===== src/hdl/exclusive_time_accounting_macros.svh =====
// assertion helpers for the exclusive time accounting block
`ifndef EXCLUSIVE_TIME_ACCOUNTING_MACROS_SVH
`define EXCLUSIVE_TIME_ACCOUNTING_MACROS_SVH

// same-cycle implication, disabled during reset
`define ETA_ASSERT_NOW(label, ante, cons) \
    label: assert property (@(posedge i_clk) disable iff (!i_rst_n) (ante) |-> (cons)) \
        else $error("eta assertion failed");

// next-cycle implication, disabled during reset
`define ETA_ASSERT_NEXT(label, ante, cons) \
    label: assert property (@(posedge i_clk) disable iff (!i_rst_n) (ante) |=> (cons)) \
        else $error("eta assertion failed");

`endif


===== src/hdl/eta_pkg.sv =====
package eta_pkg;

    localparam int MaxFuncs   = 64;
    localparam int StackDepth = 64;
    localparam int IdW        = 6;
    localparam int TimeW      = 32;
    localparam int TotW       = 32;
    localparam int CntW       = 7;
    localparam int LvlW       = $clog2(StackDepth + 1);
    localparam int StkAw      = $clog2(StackDepth);
    localparam int FuncAw     = $clog2(MaxFuncs);

    localparam logic [CntW-1:0] FcReset = CntW'(64);

    typedef enum logic [2:0] {
        ST_OK       = 3'd0,
        ST_EMPTY    = 3'd1,
        ST_FULL     = 3'd2,
        ST_RANGE    = 3'd3,
        ST_BACKWARD = 3'd4
    } t_status;

    typedef enum logic [1:0] {
        S_IDLE,
        S_TOTRD,
        S_FIN
    } t_state;

endpackage


===== src/hdl/eta_evt_if.sv =====
interface eta_evt_if;
    import eta_pkg::*;

    logic             valid;
    logic             ready;
    logic [IdW-1:0]   func_id;
    logic             is_entry;
    logic [TimeW-1:0] event_time;

    modport source (output valid, output func_id, output is_entry, output event_time,
                    input ready);
    modport sink   (input valid, input func_id, input is_entry, input event_time,
                    output ready);
endinterface


===== src/hdl/eta_res_if.sv =====
interface eta_res_if;
    import eta_pkg::*;

    logic            valid;
    logic            ready;
    logic            charged;
    logic [IdW-1:0]  charged_id;
    logic [TotW-1:0] charged_total;
    t_status         status;

    modport source (output valid, output charged, output charged_id, output charged_total,
                    output status, input ready);
    modport sink   (input valid, input charged, input charged_id, input charged_total,
                    input status, output ready);
endinterface


===== src/hdl/exclusive_time_accounting.sv =====
// channel   | direction | word
// i_evt     | in        | func_id, is_entry, event_time
// o_res     | out       | charged, charged_id, charged_total, status
// i_cfg_*   | in        | function_count, write only
//
// one event at a time: an event that charges a total goes through stack read, totals
// read, then add and write back; an error or an entry on an empty stack skips the
// totals read; the next event is taken once the result is in the output register
// synchronous active-low reset; totals read as zero until first written (valid bits)
// a result waiting in the output register holds the finish step; the next event
// is taken while that result waits to be collected

`include "exclusive_time_accounting_macros.svh"

module exclusive_time_accounting (
    input  logic                      i_clk,
    input  logic                      i_rst_n,
    input  logic                      i_cfg_we,
    input  logic [eta_pkg::CntW-1:0]  i_cfg_wdata,
    eta_evt_if.sink                   i_evt,
    eta_res_if.source                 o_res
);
    import eta_pkg::*;

    t_state              r_state, n_state;
    logic [CntW-1:0]     r_fcount;
    logic [LvlW-1:0]     r_level;
    logic [TimeW:0]      r_boundary;

    logic [IdW-1:0]      r_id;
    logic                r_entry;
    logic [TimeW-1:0]    r_time;
    t_status             r_status;
    logic                r_charge;
    logic [TimeW:0]      r_amount;

    logic [IdW-1:0]      stk_mem [StackDepth];
    logic [TotW-1:0]     tot_mem [MaxFuncs];
    logic [MaxFuncs-1:0] r_tot_vld;
    logic [IdW-1:0]      r_stk_rd;
    logic [TotW-1:0]     r_tot_rd;
    logic                r_tot_rd_vld;

    logic                r_out_valid;
    logic                r_out_charged;
    logic [IdW-1:0]      r_out_id;
    logic [TotW-1:0]     r_out_total;
    t_status             r_out_status;

    logic                in_acc;
    t_status             chk;
    logic                will_charge;
    logic [TimeW:0]      amount;
    logic [LvlW-1:0]     lvl_m1;
    logic                stk_rd_en;
    logic                tot_rd_en;
    logic                fin_go;
    logic                wr_tot;
    logic                wr_stk;
    logic [TotW-1:0]     old_total;
    logic [TotW+1:0]     sum;
    logic [TotW-1:0]     new_total;

    assign i_evt.ready = (r_state == S_IDLE);
    assign in_acc      = i_evt.valid && i_evt.ready;
    assign lvl_m1      = r_level - LvlW'(1);

    // error checks, first failing one wins
    always_comb begin
        chk = ST_OK;
        priority if (!i_evt.is_entry && r_level == '0) begin
            chk = ST_EMPTY;
        end else if (i_evt.is_entry && r_level >= LvlW'(StackDepth)) begin
            chk = ST_FULL;
        end else if ({1'b0, i_evt.func_id} >= r_fcount) begin
            chk = ST_RANGE;
        end else if ({1'b0, i_evt.event_time} < r_boundary) begin
            chk = ST_BACKWARD;
        end else begin
            chk = ST_OK;
        end
    end

    assign will_charge = (chk == ST_OK) && (!i_evt.is_entry || r_level != '0);
    assign amount      = {1'b0, i_evt.event_time} - r_boundary
                         + {{TimeW{1'b0}}, !i_evt.is_entry};

    always_comb begin
        n_state = r_state;
        unique case (r_state)
            S_IDLE: begin
                if (in_acc) begin
                    n_state = will_charge ? S_TOTRD : S_FIN;
                end
            end
            S_TOTRD: n_state = S_FIN;
            S_FIN: begin
                if (fin_go) begin
                    n_state = S_IDLE;
                end
            end
            default: n_state = S_IDLE;
        endcase
    end

    always_comb begin
        stk_rd_en = in_acc;
        tot_rd_en = (r_state == S_TOTRD);
        fin_go    = (r_state == S_FIN) && (!r_out_valid || o_res.ready);
        wr_tot    = fin_go && r_charge;
        wr_stk    = fin_go && (r_status == ST_OK) && r_entry;
    end

    // saturating add of the charged time
    assign old_total = r_tot_rd_vld ? r_tot_rd : '0;
    assign sum       = {2'b00, old_total} + {1'b0, r_amount};
    assign new_total = (sum[TotW+1:TotW] != 2'b00) ? '1 : sum[TotW-1:0];

    // call stack memory
    always_ff @(posedge i_clk) begin
        if (stk_rd_en) begin
            r_stk_rd <= stk_mem[lvl_m1[StkAw-1:0]];
        end
        if (wr_stk) begin
            stk_mem[r_level[StkAw-1:0]] <= r_id;
        end
    end

    // totals memory
    always_ff @(posedge i_clk) begin
        if (tot_rd_en) begin
            r_tot_rd <= tot_mem[r_stk_rd[FuncAw-1:0]];
        end
        if (wr_tot) begin
            tot_mem[r_stk_rd[FuncAw-1:0]] <= new_total;
        end
    end

    always_ff @(posedge i_clk) begin
        if (!i_rst_n) begin
            r_tot_vld    <= '0;
            r_tot_rd_vld <= 1'b0;
        end else begin
            if (tot_rd_en) begin
                r_tot_rd_vld <= r_tot_vld[r_stk_rd[FuncAw-1:0]];
            end
            if (wr_tot) begin
                r_tot_vld[r_stk_rd[FuncAw-1:0]] <= 1'b1;
            end
        end
    end

    always_ff @(posedge i_clk) begin
        if (!i_rst_n) begin
            r_state     <= S_IDLE;
            r_fcount    <= FcReset;
            r_level     <= '0;
            r_boundary  <= '0;
            r_out_valid <= 1'b0;
        end else begin
            r_state <= n_state;
            if (i_cfg_we) begin
                r_fcount <= i_cfg_wdata;
            end
            if (fin_go && r_status == ST_OK) begin
                if (r_entry) begin
                    r_level    <= r_level + LvlW'(1);
                    r_boundary <= {1'b0, r_time};
                end else begin
                    r_level    <= r_level - LvlW'(1);
                    r_boundary <= {1'b0, r_time} + (TimeW+1)'(1);
                end
            end
            if (fin_go) begin
                r_out_valid <= 1'b1;
            end else if (o_res.ready) begin
                r_out_valid <= 1'b0;
            end
        end
    end

    always_ff @(posedge i_clk) begin
        if (in_acc) begin
            r_id     <= i_evt.func_id;
            r_entry  <= i_evt.is_entry;
            r_time   <= i_evt.event_time;
            r_status <= chk;
            r_charge <= will_charge;
            r_amount <= amount;
        end
        if (fin_go) begin
            r_out_charged <= r_charge;
            r_out_id      <= r_charge ? r_stk_rd : '0;
            r_out_total   <= r_charge ? new_total : '0;
            r_out_status  <= r_status;
        end
    end

    assign o_res.valid         = r_out_valid;
    assign o_res.charged       = r_out_charged;
    assign o_res.charged_id    = r_out_id;
    assign o_res.charged_total = r_out_total;
    assign o_res.status        = r_out_status;

    `ETA_ASSERT_NOW(a_res_from_fin, $rose(r_out_valid), $past(r_state) == S_FIN)
    `ETA_ASSERT_NEXT(a_push_level, fin_go && r_status == ST_OK && r_entry, r_level == $past(r_level) + LvlW'(1))
    `ETA_ASSERT_NEXT(a_pop_level, fin_go && r_status == ST_OK && !r_entry, r_level == $past(r_level) - LvlW'(1))
    `ETA_ASSERT_NOW(a_err_no_charge, r_out_valid && r_out_status != ST_OK, !r_out_charged && r_out_total == '0)

endmodule


===== src/flat_wrapper.sv =====
// flat-port wrapper written by rule: the top's interface ports become plain ports
module exclusive_time_accounting_flat import eta_pkg::*;
  (i_clk, i_rst_n, i_cfg_we, i_cfg_wdata, i_evt_valid, i_evt_func_id, i_evt_is_entry, i_evt_event_time, i_evt_ready, o_res_valid, o_res_charged, o_res_charged_id, o_res_charged_total, o_res_status, o_res_ready);
  eta_evt_if i_evt_i ();
  eta_res_if o_res_i ();
  input  logic i_clk;
  input  logic i_rst_n;
  input  logic i_cfg_we;
  input  logic [eta_pkg::CntW-1:0] i_cfg_wdata;
  input wire logic [$bits(i_evt_i.valid)-1:0] i_evt_valid;
  input wire logic [$bits(i_evt_i.func_id)-1:0] i_evt_func_id;
  input wire logic [$bits(i_evt_i.is_entry)-1:0] i_evt_is_entry;
  input wire logic [$bits(i_evt_i.event_time)-1:0] i_evt_event_time;
  output wire logic [$bits(i_evt_i.ready)-1:0] i_evt_ready;
  output wire logic [$bits(o_res_i.valid)-1:0] o_res_valid;
  output wire logic [$bits(o_res_i.charged)-1:0] o_res_charged;
  output wire logic [$bits(o_res_i.charged_id)-1:0] o_res_charged_id;
  output wire logic [$bits(o_res_i.charged_total)-1:0] o_res_charged_total;
  output wire logic [$bits(o_res_i.status)-1:0] o_res_status;
  input wire logic [$bits(o_res_i.ready)-1:0] o_res_ready;
  assign i_evt_i.valid = i_evt_valid;
  assign i_evt_i.func_id = i_evt_func_id;
  assign i_evt_i.is_entry = i_evt_is_entry;
  assign i_evt_i.event_time = i_evt_event_time;
  assign i_evt_ready = i_evt_i.ready;
  assign o_res_valid = o_res_i.valid;
  assign o_res_charged = o_res_i.charged;
  assign o_res_charged_id = o_res_i.charged_id;
  assign o_res_charged_total = o_res_i.charged_total;
  assign o_res_status = o_res_i.status;
  assign o_res_i.ready = o_res_ready;
  exclusive_time_accounting u_core (.i_clk(i_clk), .i_rst_n(i_rst_n), .i_cfg_we(i_cfg_we), .i_cfg_wdata(i_cfg_wdata), .i_evt(i_evt_i), .o_res(o_res_i));
endmodule

===== config.mk =====
export PLATFORM = sky130hd
export DESIGN_NAME = exclusive_time_accounting_flat
export DESIGN_NICKNAME = d
export VERILOG_FILES = /design/src/hdl/eta_pkg.sv /design/src/hdl/eta_evt_if.sv /design/src/hdl/eta_res_if.sv /design/src/hdl/exclusive_time_accounting.sv /design/src/flat_wrapper.sv
export VERILOG_INCLUDE_DIRS = /design/src /design/src/hdl
export SDC_FILE = /design/constraint.sdc
export NUM_CORES = 2
export LEC_CHECK = 0
export CORE_ASPECT_RATIO = 1.2
export CORE_MARGIN = 2
export CORE_UTILIZATION = 56
export CTS_CLUSTER_DIAMETER = 80
export DETAILED_ROUTE_END_ITERATION = 10
export DONT_BUFFER_PORTS = 1
export PLACE_DENSITY = 0.71
export RECOVER_POWER = 100
export SKIP_LAST_GASP = 1
export SLEW_MARGIN = 0
export SYNTH_ARGS = -nofsm -noshare
export SYNTH_HDL_FRONTEND = slang
export SYNTH_SLANG_ARGS = --single-unit

===== constraint.sdc =====
create_clock -name i_clk -period 6.8 [get_ports i_clk]
set_clock_uncertainty 0.2 [all_clocks]
set_input_delay 0.68 -clock i_clk [delete_from_list [all_inputs] [get_ports i_clk]]
set_output_delay 0.68 -clock i_clk [all_outputs]
set_load 0.05 [all_outputs]

==> results.txt <==
The switching power as a share of total power is 0.256. The detailed placer's ending HPWL came out at 170000 um. The worst register-to-register path has a setup slack of 420 ps. Of the total power, registers draw 0.521.

The share of total power in the clock network came out at 0.360. The worst reg2reg path depth is 5. The instance area at placement came out at 0.107 mm^2. The congestion estimate from routability-driven global placement came to 0.871. Buffers added to address setup during post-CTS repair amount to 0. The critical path crosses 5 cells after its start point. The post-layout instance count excluding filler cells is 8614.

The synthesized cell area is 0.103 mm^2. The tool flagged a number of max-cap violations equal to 88. The capturing element type of the critical path is a flop. The buffer and inverter count on the worst path is 3. For hold timing, the worst endpoint is u_core.r_amount[22]$_DFFE_PP_. After synthesis, the cell types taking the most area are sky130_fd_sc_hd__edfxtp_1 75%, sky130_fd_sc_hd__a22oi_1 6.1%, sky130_fd_sc_hd__mux4_2 2.8%. The post-placement cell count is 8116. The net switching power is 9.51 mW. The routed design has 298000 um of wire. At the pin with the least slew margin, the transition time is 4310 ps. The die covers 0.188 mm^2. The highest attainable clock frequency came out at 157 MHz. The number of instances on the worst hold path is 2. In this run the critical register-to-register path is launched from u_core.r_charge$_DFFE_PP_.

The number of hold-slack violations in the final timing report is 0. STA classifies the critical path startpoint as a flop. The clock tree from TritonCTS is done. In this run the most critical hold path is launched from i_evt_event_time[22]. The most instantiated flip-flop cell in the synthesis netlist is sky130_fd_sc_hd__edfxtp_1.

The area of the placeable core is 0.183 mm^2. In this run, synthesis inferred 2588 flip-flops with an integrated enable. Summed over all cells, the static leakage comes to 34.9 nW. Before antenna repair, the detailed router went through 7 iterations. The largest net degree at the start of global routing is 117. The fraction of the cycle the final worst path needs came out at 0.938. The overall die height is 474 um. Setup repair after global routing left no endpoint under its margin.

The detailed-route DRC error count is 0. Clock latency on the worst-skew pair, taken at its later pin, is 890 ps. Among cell families on the critical path, the largest total delay comes from simple AND/OR/NAND/NOR gates. For this configuration, the core starts out at a cell density of 0.563.

The global-route usage over all layers came out at 0.315. The I/O pin count is 95. The delay contributed by the slowest stage of the critical path came out at 2730 ps. Counting flops and latches in the post-synthesis netlist gives 2703. The number of standard cells after synthesis came out at 5841. In this run the critical register-to-register path is captured at u_core.tot_mem[30][27]$_DFFE_PP_. The final route contains 60000 vias. Of the post-synthesis cell area, the dominant cell type holds 0.754. Counting the fill cells in the layout gives 12600. The H-tree depth came out at 4. The count of different cell masters after synthesis came out at 75.

The clock slew at the register clock pins of the worst setup and hold paths is 70 ps. After synthesis, the share of flip-flops with an asynchronous set or reset is 0. The net count after synthesis is 6015. The number of endpoints failing setup at the final stage came out at 0. For this design, the slowest cell found on the critical path is sky130_fd_sc_hd__nor2_1. The area of all placed cells without fillers came out at 0.115 mm^2. The root buffer cell chosen for the clock tree is sky130_fd_sc_hd__clkbuf_16. The post-CTS resize count came out at 0. Traced cell by cell, the critical path runs through inv_1 > buf_4 > or3_1 > nor2_1 > clkbuf_2. The final-report max-slew violation count came out at 2412. The worst-case clock buffer depth is 3.

The via count of the first global-routing pass came out at 58400. The net count of the finished layout is 6142. The total global routing overflow is 0. The maximum fanout along the worst path came out at 22. The sum of negative setup slack is 0 ps. IR analysis of the VDD net gives a maximum drop of 297 uV.

The path class of the tightest hold or removal check is in -> reg. The number of clock sinks seen by CTS is 2703. The initial antenna violation count is 14. The count of input and output buffers came out at 0. The type of the worst setup path is reg -> reg. Subtracting the final worst setup slack from the clock period gives 6380 ps. For this run, the number of Yosys warnings is 0. The share of post-route cells with drive strength above 1 came out at 0.108. The first-pass GRT wire length came out at 421000 um. The cell-internal power came out at 27.7 mW. The number of DRC markers in iteration 0 came out at 9572. Summed over all instances, the cell type with the most area after synthesis is sky130_fd_sc_hd__edfxtp_1.

The required time at the endpoint of the critical path is 7090 ps. The average cell area after synthesis came out at 17.6 um^2. The checks that failed: max-capacitance violations, max-slew violations. The width of the die came out at 396 um. Of the total power, combinational logic draws 0.120. The via density per instance came out at 6.96.

The worst relative slew slack came out at -1.87. Dividing the detail-routed wire length by the instance count gives 34.6 um. The power per cell area is 324 mW/mm^2. The flow ran to the end, but the final reports show violations. The clock buffer count from CTS came out at 231. STA puts the critical path data arrival time at 6670 ps. The number of antenna-violating nets in the routed design came out at 0. The layout overhead on the synthesized area is 11.3%. The portion of the post-synthesis area used by sequential elements is 0.776. The floorplan row count is 172.
-- power by group through the flow --
stage / Sequential [mW] / Clock [mW] / Combinational (mW)
after global routing: 19.4 / 14.0 / 4.65
after detailed placement: 19.7 / 0 / 4.33
final: 19.4 / 13.4 / 4.45
after floorplan: 19.7 / 0 / 2.39
after global placement: 19.7 / 0 / 4.25
after CTS: 19.3 / 13.4 / 4.39
-- cell usage in the layout (no fill, tap or decap), types with 16 or more instances in the layout --
cell type                          n
sky130_fd_sc_hd__clkbuf_16       233
sky130_fd_sc_hd__ha_1            105
sky130_fd_sc_hd__nand2_1         111
sky130_fd_sc_hd__a41oi_1         114
sky130_fd_sc_hd__xnor2_1          44
sky130_fd_sc_hd__clkbuf_2         24
sky130_fd_sc_hd__edfxtp_1       2588
sky130_fd_sc_hd__clkinv_2         44
sky130_fd_sc_hd__buf_4            70
sky130_fd_sc_hd__o211a_1          31
sky130_fd_sc_hd__clkinv_1         42
sky130_fd_sc_hd__and3_1           17
sky130_fd_sc_hd__nand4_1          68
sky130_fd_sc_hd__and2_1           37
sky130_fd_sc_hd__mux4_2          128
sky130_fd_sc_hd__clkbuf_1        118
sky130_fd_sc_hd__nor2_1          180
sky130_fd_sc_hd__fa_1             17
sky130_fd_sc_hd__dlygate4sd3_1    54
sky130_fd_sc_hd__nor4_1           49
sky130_fd_sc_hd__mux2i_1          19
sky130_fd_sc_hd__nor2b_1          26
sky130_fd_sc_hd__nor3_1           20
sky130_fd_sc_hd__nand3_1          56
sky130_fd_sc_hd__o21a_1           88
sky130_fd_sc_hd__inv_1            72
sky130_fd_sc_hd__a31oi_1         116
sky130_fd_sc_hd__buf_12           25
sky130_fd_sc_hd__a22o_1          103
sky130_fd_sc_hd__nand2_2          16
sky130_fd_sc_hd__a21o_1           27
sky130_fd_sc_hd__xor2_1           38
sky130_fd_sc_hd__dfxtp_1         115
sky130_fd_sc_hd__a22oi_1         831
sky130_fd_sc_hd__a221oi_1        109
sky130_fd_sc_hd__bufinv_16        25
sky130_fd_sc_hd__o21ai_0          60
sky130_fd_sc_hd__a21oi_1         123
-- worst max-delay path by stage --
stage                                        to                             start
5_1_grt         u_core.tot_mem[32][6]$_DFFE_PP_         u_core.r_charge$_DFFE_PP_
4_1_cts        u_core.tot_mem[57][28]$_DFFE_PP_  u_core.r_tot_rd_vld$_SDFFE_PN0P_
3_5_place_dp   u_core.tot_mem[56][28]$_DFFE_PP_  u_core.r_tot_rd_vld$_SDFFE_PN0P_
3_3_place_gp   u_core.tot_mem[57][28]$_DFFE_PP_  u_core.r_tot_rd_vld$_SDFFE_PN0P_
2_1_floorplan   u_core.tot_mem[0][31]$_DFFE_PP_  u_core.r_tot_rd_vld$_SDFFE_PN0P_
6_report       u_core.tot_mem[30][27]$_DFFE_PP_         u_core.r_charge$_DFFE_PP_
-- cell type report --
type	instances	area [um^2]	area share
tap	2436	3050	0.0266
antenna	5	12.5	0.000109
clock buffer	289	6140	0.0536
multi-input combinational	2714	21700	0.189
inverter	72	270	0.00236
clock inverter	149	1530	0.0133
timing repair buffer	246	1980	0.0173
sequential	2703	80000	0.698
-- sequential cells by signal, indices dropped and copies added (netlist names), 2 cells and up --
| register | flops |
|---|---|
| u_core.tot_mem | 2048 |
| u_core.r_id | 6 |
| u_core.r_stk_rd | 6 |
| u_core.o_res.charged_id | 6 |
| u_core.r_tot_rd | 32 |
| u_core.stk_mem | 384 |
| u_core.r_fcount | 7 |
| u_core.r_amount | 33 |
| u_core.r_state | 2 |
| u_core.r_level | 7 |
| u_core.o_res.charged_total | 32 |
| u_core.r_boundary | 33 |
| u_core.r_status | 3 |
| u_core.r_tot_vld | 64 |
| u_core.r_time | 32 |
| u_core.o_res.status | 3 |
-- cells by family (layout without fill, tap and decap cells) --
group                      Yosys count  count (layout)  share of synthesized area
DFF                               2703            2703                      0.776
AOI/OAI and AO/OA                 1669            1669                      0.121
and+or+nand+nor                    689             689                     0.0337
buffers and inverters              424             756                     0.0155
muxes                              149             149                     0.0300
adders and majority gates          123             123                     0.0162
xor gates and xnor gates            84              84                    0.00714
other                                0               5                          0
-- cell usage after synthesis (all sizes together), types with 28 or more instances --
cell type  count
edfxtp      2588
ha           106
o21ai         60
nand3         57
a221oi       109
a21oi        124
nand2        127
o21a          88
clkbuf       287
a41oi        114
a22oi        831
nor2         194
mux4         128
nand4         68
a31oi        116
xor2          38
nor4          49
nor2b         28
and2          51
inv           72
dfxtp        115
a22o         103
buf           65
xnor2         46
o211a         31
-- routing by layer --
| metal | vias up | share of wire | GRT usage |
|---|---|---|---|
| met2 | 4389 | 0.48 | 0.510 |
| met5 | - | 0.00058 | 0 |
| met4 | 22 | 0.057 | 0.158 |
| li1 | 24500 | - | - |
| met1 | 30200 | 0.34 | 0.400 |
| met3 | 848 | 0.12 | 0.0750 |
-- through the flow --
step	setup WS [ps]	power, mW	hold slack [ps]	utilization
after global placement	1410	23.9	243	0.586
after detailed placement	1400	24.0	247	0.586
after global routing	483	38.0	45.8	0.627
after CTS	1380	37.1	2.51	0.631
after floorplan	1820	22.0	224	-
final	425	37.2	55.7	0.627
-- timing repair --
action	4_1_cts	5_1_grt
endpoints found under the setup margin	0	0
endpoints found under the hold margin	157	0
hold buffers	55	0
(Power assumes the default switching activity.)
